### src/rtl/cmap_pkg.sv
// shared constants, coefficient table and breakpoint decode for the colormap
package cmap_pkg;

    localparam int VALUE_BITS   = 16;
    localparam int CHANNEL_BITS = 8;
    localparam int CFG_IDX_BITS = 2;

    localparam logic [CFG_IDX_BITS-1:0] REG_RANGE_MIN    = 2'd0;
    localparam logic [CFG_IDX_BITS-1:0] REG_RANGE_MAX    = 2'd1;
    localparam logic [CFG_IDX_BITS-1:0] REG_RANGE_CENTRE = 2'd2;

    localparam int RESET_MIN    = 0;
    localparam int RESET_MAX    = 80;
    localparam int RESET_CENTRE = 40;

    // position x is q1.24, one is 2^24
    localparam int XF = 24;
    localparam logic [XF:0] XONE  = (XF+1)'(1) << XF;
    localparam logic [XF:0] XHALF = (XF+1)'(1) << (XF - 1);

    // channel intensity in 1e-6 units
    localparam int UNIT      = 1000000;
    localparam int UNIT_BITS = 20;
    localparam int HALF_UNIT = 500000;

    localparam logic [1:0] CH_RED   = 2'd0;
    localparam logic [1:0] CH_GREEN = 2'd1;
    localparam logic [1:0] CH_BLUE  = 2'd2;

    localparam int ROWS = 12;

    typedef logic signed [31:0] t_coef;
    typedef logic [3:0]         t_row;

    // rows: red 0..5, green 6..7, blue 8..11; columns a0..a3
    localparam t_coef COEF [ROWS][4] = '{
        '{0, 0, 0, 0},
        '{-1782709, 22937070, -86635448, 109222171},
        '{-765706, 3908358, -2385836, 911563},
        '{-18069920, 81220268, -115432390, 54731649},
        '{1000000, 0, 0, 0},
        '{688335, 804310, -553402, 51166},
        '{221600, 2096260, -2989336, 1865388},
        '{2304104, -4665514, 5405245, -2842239},
        '{964755, -3046139, 3252455, -6730486},
        '{34808, -485577, 2123163, -1570901},
        '{-692383, 4166389, -6037159, 2550446},
        '{0, 0, 0, 0}
    };

    function automatic t_coef coef(input t_row row, input logic [1:0] k);
        t_coef c;
        c = '0;
        if (row < t_row'(ROWS)) begin
            c = COEF[row][k];
        end
        return c;
    endfunction

    // exact test x < k/255
    function automatic logic below(input logic [XF:0] x, input int k);
        logic [33:0] x255;
        logic [33:0] lim;
        x255 = ({9'b0, x} << 8) - {9'b0, x};
        lim  = 34'(k) << XF;
        return x255 < lim;
    endfunction

    function automatic t_row seg_row(input logic [1:0] ch, input logic [XF:0] x);
        t_row r;
        r = '0;
        case (ch)
            CH_RED: begin
                if (below(x, 35))       r = 4'd0;
                else if (below(x, 79))  r = 4'd1;
                else if (below(x, 159)) r = 4'd2;
                else if (below(x, 189)) r = 4'd3;
                else if (below(x, 234)) r = 4'd4;
                else                    r = 4'd5;
            end
            CH_GREEN: begin
                r = below(x, 156) ? 4'd6 : 4'd7;
            end
            CH_BLUE: begin
                if (below(x, 88))       r = 4'd8;
                else if (below(x, 159)) r = 4'd9;
                else if (below(x, 246)) r = 4'd10;
                else                    r = 4'd11;
            end
            default: r = '0;
        endcase
        return r;
    endfunction

endpackage

### src/rtl/cmap_norm.sv
// normalizes a sample to position x through a bit-per-stage divider pipeline
module cmap_norm #(
    parameter int VB = cmap_pkg::VALUE_BITS
) (
    input  logic                 i_clk,
    input  logic                 i_rst_n,
    input  logic                 i_valid,
    input  logic [VB-1:0]        i_value,
    input  logic [VB-1:0]        i_min,
    input  logic [VB-1:0]        i_max,
    input  logic [VB-1:0]        i_centre,
    output logic                 o_valid,
    output logic [cmap_pkg::XF:0] o_x,
    output logic                 o_fault
);
    import cmap_pkg::*;

    localparam int QB = XF;

    logic                 lower;
    logic signed [VB:0]   num, den;
    logic [VB-1:0]        n_an, n_ad;
    logic                 n_neg, n_sat;

    always_comb begin
        lower = i_value < i_centre;
        if (lower) begin
            num = $signed({1'b0, i_value}) - $signed({1'b0, i_min});
            den = $signed({1'b0, i_centre}) - $signed({1'b0, i_min});
        end else begin
            num = $signed({1'b0, i_value}) - $signed({1'b0, i_centre});
            den = $signed({1'b0, i_max}) - $signed({1'b0, i_centre});
        end
        n_an  = num[VB] ? VB'(-num) : num[VB-1:0];
        n_ad  = den[VB] ? VB'(-den) : den[VB-1:0];
        n_neg = (num != '0) && (num[VB] != den[VB]);
        // ratio of two or more saturates x offset at one
        n_sat = {1'b0, n_an} >= {n_ad, 1'b0};
    end

    logic [VB-1:0] r_rem [QB+1];
    logic [VB-1:0] r_ad  [QB+1];
    logic [QB-1:0] r_q   [QB+1];
    logic          r_neg [QB+1];
    logic          r_up  [QB+1];
    logic          r_flt [QB+1];
    logic          r_sat [QB+1];
    logic          r_v   [QB+1];

    always_ff @(posedge i_clk) begin
        r_rem[0] <= n_an;
        r_ad[0]  <= n_ad;
        r_q[0]   <= '0;
        r_neg[0] <= n_neg;
        r_up[0]  <= !lower;
        r_flt[0] <= (den == '0);
        r_sat[0] <= n_sat;
        if (!i_rst_n) begin
            r_v[0] <= 1'b0;
        end else begin
            r_v[0] <= i_valid;
        end
    end

    for (genvar j = 1; j <= QB; j++) begin : g_div
        logic [VB:0] rin;
        logic        qb;
        always_comb begin
            if (j == 1) rin = {1'b0, r_rem[j-1]};
            else        rin = {r_rem[j-1], 1'b0};
            qb = rin >= {1'b0, r_ad[j-1]};
        end
        always_ff @(posedge i_clk) begin
            r_rem[j] <= qb ? VB'(rin - {1'b0, r_ad[j-1]}) : rin[VB-1:0];
            r_ad[j]  <= r_ad[j-1];
            r_q[j]   <= {r_q[j-1][QB-2:0], qb};
            r_neg[j] <= r_neg[j-1];
            r_up[j]  <= r_up[j-1];
            r_flt[j] <= r_flt[j-1];
            r_sat[j] <= r_sat[j-1];
            if (!i_rst_n) begin
                r_v[j] <= 1'b0;
            end else begin
                r_v[j] <= r_v[j-1];
            end
        end
    end

    logic [XF:0]   t, base, n_x;
    logic [XF+1:0] sum;

    always_comb begin
        t    = r_sat[QB] ? XONE : {1'b0, r_q[QB]};
        base = r_up[QB] ? XHALF : '0;
        sum  = {1'b0, base} + {1'b0, t};
        if (r_flt[QB]) begin
            n_x = '0;
        end else if (r_neg[QB]) begin
            n_x = (t > base) ? '0 : base - t;
        end else begin
            n_x = (sum > {1'b0, XONE}) ? XONE : sum[XF:0];
        end
    end

    logic [XF:0] r_x;
    logic        r_fault, r_ov;

    always_ff @(posedge i_clk) begin
        r_x     <= n_x;
        r_fault <= r_flt[QB];
        if (!i_rst_n) begin
            r_ov <= 1'b0;
        end else begin
            r_ov <= r_v[QB];
        end
    end

    assign o_valid = r_ov;
    assign o_x     = r_x;
    assign o_fault = r_fault;

endmodule

### config.mk
export PLATFORM = sky130hd
export DESIGN_NAME = cmap_norm
export DESIGN_NICKNAME = d
export VERILOG_FILES = /design/src/rtl/cmap_pkg.sv /design/src/rtl/cmap_norm.sv
export SDC_FILE = /design/constraint.sdc
export NUM_CORES = 2
export LEC_CHECK = 0
export BUFFER_PORTS_ARGS = -buffer_cell sky130_fd_sc_hd__buf_4
export CORE_MARGIN = 2
export CORE_UTILIZATION = 63
export DETAILED_ROUTE_END_ITERATION = 8
export GPL_ROUTABILITY_DRIVEN = 1
export PLACE_DENSITY = 0.8
export SLEW_MARGIN = 20
export SYNTH_ARGS = -nofsm -noshare
export SYNTH_HDL_FRONTEND = slang
export SYNTH_SLANG_ARGS = --single-unit
export TNS_END_PERCENT = 1
### constraint.sdc
create_clock -name i_clk -period 5.2 [get_ports i_clk]
set_input_delay 0.26 -clock i_clk [delete_from_list [all_inputs] [get_ports i_clk]]
set_output_delay 0.26 -clock i_clk [all_outputs]
set_load 0.005 [all_outputs]
==> out/results.tsv <==
stage	metric	value	unit
die	fp.dieH	291.5	um
setup_path	path_buf_inv	3	
die	ios	94	
cts	clock_sinks	1220	
die	core	81980	um^2
worst_hold_path	whs_endpoint	r_rem[0][0]	
grt	grt_pass1_wl	201400	um
logic_synthesis	synth_compound_area_share	16.55	%
cts	cts.clk_slew.worst_paths	0.06	ns
logic_synthesis	synthFlopType	dfxtp_1	
sta	setup_viol	0	
worst_hold_path	min_path_type	input pin to flop	
cts	clockBufferDepth	3	
setup_path	crit_chain	buf_4 -> inv_1 -> ha_1 -> a21o_1 -> a221oi_1 -> o211ai_1 -> a21oi_2 -> inv_2 -> o21ai_0 -> ha_1 -> a21boi_0 -> nand2_1 -> o21ai_0 -> xnor2_1 -> ha_1 -> a21o_1 -> a21oi_1 -> nor2b_1 -> o21ai_0 -> nand2_1 -> o221a_2 -> o21ai_0 -> mux2i_1	
routing	first_pass_iters	6	
routing	drcViolationCount	0	
sta	period_share	84.36	%
setup_path	arrival	4.88	ns
setup_path	crit_path_frequent_cell	o21ai_0	
sta	finalSetupTns	0	ns
placed_design	place.gp.congestion	0.9718	
placed_design	placed_area	54080	um^2
sta	drv_slew	0	
setup_path	crit_path_top_delay_cell	a221oi_1	
logic_synthesis	synth-simple-area-share	14.02	%
setup_path	crit_type	input pin to flop	
setup_path	cpPeakStageDelay	0.43	ns
logic_synthesis	netlist_area	52070	um^2
grt	overflow	0	
cts	htreeDepth	3	
setup_path	worstSetupEndpointType	flop	
placed_design	dp_hpwl	95160	um
routing	wire_per_inst	18.20	um
routing	wl	125700	um
routing	ant_nets	0	
sta	skew	0.09579	ns
die	num_rows	105	
logic_synthesis	synthMuxAreaShare	1.216	%
finish	seq_area	24420	um^2
setup_path	rr_startpoint	r_ad[2][33]	
sta	finalHoldViolCount	0	
placed_design	dp.cells	6690	
finish	fillCellCount	6120	
cts	clk_latency	0.72	ns
die	start_util	63.52	%
logic_synthesis	async_flop_share	0	%
outcome	status	finished clean	
grt	gr-usage-met3	3.955	%
grt	groute.usage.overall	29.28	%
sta	hold_slack	0.07408	ns
logic_synthesis	synthXorXnorAreaFrac	3.700	%
logic_synthesis	netlist-cell-type-count	82	
sta	worstMarginPinSlew	1.108	ns
logic_synthesis	synth_seq_area_share	46.90	%
logic_synthesis	syn_avg_cell_area	9.337	um^2
cts	post_cts_buffers	0	
grt	antenna_found_initial	2	
sta	period_needed	4.386	ns
cts	cts_tree	done	
flow_run	max-cap-violations	0	
sta	relSlewSlack	24.26	%
setup_path	r2r_cells	12	
finish	stdcell_count	6907	
sta	rsz0062_at_grt	no	
cts	cts_made_buffers	114	
routing	via_per_inst	5.745	
die	dieArea	84970	um^2
finish	drive_gt1_share	7.607	%
worst_hold_path	hold_depth	3	
placed_design	numPortBuffers	93	
sta	fmax	228.0	MHz
setup_path	r2r_end	r_rem[4][62]	
setup_path	worstPathRequired	5.70	ns
logic_synthesis	synth_top_family_by_area	compound AO/OA/AOI/OAI gates	
grt	grt_start_max_net_pins	35	
grt	grt_util_met2	52.24	%
setup_path	cp-startpoint	i_centre[12]	
finish	multi_input_area	24890	um^2
logic_synthesis	synth_seq_cells	1220	
setup_path	critPathLaunchType	input pin	
logic_synthesis	syn_inst	5577	
grt	grt_pass1_vias	39280	
finish	design_area	58330	um^2
routing	drtIter0Drc	2582	
die	die_w	291.5	um
cts	cts_root_buf	clkbuf_16	
logic_synthesis	syn-num-nets	6139	
finish	area_growth	12.01	%
setup_path	worst-path-max-fanout	5	
worst_hold_path	min_from	i_min[0]	
logic_synthesis	synth_enable_flop_cells	0	
grt	met1_usage	34.11	%
finish	num_antenna_cells	0	
logic_synthesis	synthAdderAreaFrac	12.28	%
setup_path	r2r_setup_slack	1.13	ns
setup_path	crit_family	compound AO/OA/AOI/OAI gates	
grt	top_usage_layer	met2	
finish	nets	6301	
routing	via_count	39680	
logic_synthesis	yosysWarnings	0	
[worst max-delay path by stage]
| stage | cells past startpoint | end |
|---|---|---|
| 5_1_grt | 23 | r_sat[0][0] |
| 2_1_floorplan | 26 | r_sat[0][0] |
| 4_1_cts | 24 | r_sat[0][0] |
| 3_3_place_gp | 24 | r_sat[0][0] |
| 3_5_place_dp | 24 | r_sat[0][0] |
| 6_report | 23 | r_sat[0][0] |
[through the flow]
step           setup slack (ns)  util [%]
3_5_place_dp             0.2779     65.97
5_1_grt                  0.5078     71.15
6_report                 0.8135     71.15
2_1_floorplan            0.4266         -
4_1_cts                  0.8912     71.15
3_3_place_gp             0.3003     65.97
[registers in the layout, indices dropped and copies added, names as in the netlist]
register and flops:
r_neg 25, r_up 25, o_valid 1, r_sat 25, r_v 25, r_ad 384, r_flt 25, r_q 300
o_x 25, r_rem 384, o_fault 1
[cells in the mapped netlist (13+ instances only)]
cell type  instances  area (um^2)
mux2_2            42        473.0
nor4_1            33        206.5
inv_1            634         2380
nor2_1           422         1584
and2_1            55        344.1
fa_1              27        540.5
a311oi_1          24        210.2
a31o_2            25        219.0
nand2b_1          72        450.4
nand4_1           79        494.2
o211ai_1          15        112.6
nand2_1          384         1441
a211o_1           18        157.7
a22oi_1           21        157.7
o41ai_1           13        113.9
o21ai_0          291         1456
a31oi_1           37        231.5
a21oi_1          389         1947
clkbuf_1          66        247.7
nor3_1            82        410.4
or2_2             24        150.1
a21o_1           140         1051
nor3b_1           15        112.6
or4_1             22        165.2
xnor2_1          122         1069
dfxtp_1         1220        24420
nor2b_1           75        469.2
o31ai_1          100        750.7
and3_1            39        244.0
o21a_1            24        180.2
o2111ai_1         41        359.1
xor2_1            98        858.3
mux2i_1           16        160.2
a21boi_0          68        510.5
or3_1             74        462.9
nand3_1           94        470.5
a211oi_1          42        315.3
ha_1             468         5856
[worst reg2reg max path, stage by stage, from the launching register on]
cell       delay (ns)
dfxtp_1          0.38
inv_1            0.06
ha_1             0.29
nor2b_1          0.13
o21ai_0          0.25
a21oi_1          0.12
o21ai_0          0.35
a211oi_1         0.20
o41ai_1          0.50
and2_0           0.69
clkinv_1         0.63
o2111ai_1        0.30
nand3_1          0.10
[per-layer routing]
metal	wire (um)	up-vias
met5	13	-
met4	6944	2
met3	5478	353
met2	61870	1074
met1	51420	18650
li1	-	19600
[logic make-up (layout without fill, tap and decap cells)]
logic type      Yosys count  in the layout
compound gates         1344           1344
buf+inv                 734            994
flops                  1220           1220
mux                      58             58
fa+ha+maj               495            495
simple gates           1506           1506
xor+xnor                220            220
[timing repair]
action / in CTS / in global routing
hold buffers: 3 / 0
endpoints found under the hold margin: 26 / 0
resized for setup: 0 / 0
[area by class of cell]
| cell class | instances | share of cell area (%) |
|---|---|---|
| Clock buffer | 157 | 5.545 |
| Clock inverter | 57 | 1.688 |
| Inverter | 643 | 4.138 |
| Multi-Input combinational cell | 3623 | 42.66 |
| Sequential cell | 1220 | 41.87 |
| Tap cell | 1070 | 2.295 |
| Timing Repair Buffer | 137 | 1.798 |
[cells in the final DEF (no fill, tap or decap), drive strengths merged, types with 16 or more instances in the layout]
cell type     n
dfxtp      1220
inv         637
ha          468
nor2        422
a21oi       389
nand2       384
o21ai       296
clkbuf      157
a21o        140
buf         134
xnor2       122
o31ai       100
xor2         98
nand3        94
nor3         82
nand4        79
nor2b        75
or3          74
nand2b       72
a21boi       68
and2         62
mux2         42
a211oi       42
o2111ai      41
and3         39
clkinv       38
a31oi        37
nor4         33
fa           27
or2          26
a31o         25
o21a         24
a311oi       24
or4          23
a22oi        21
bufinv       19
a211o        18
mux2i        16
Power is not shown: default switching activity piles up to over one toggle a cycle in this logic, so the estimate is an artifact.
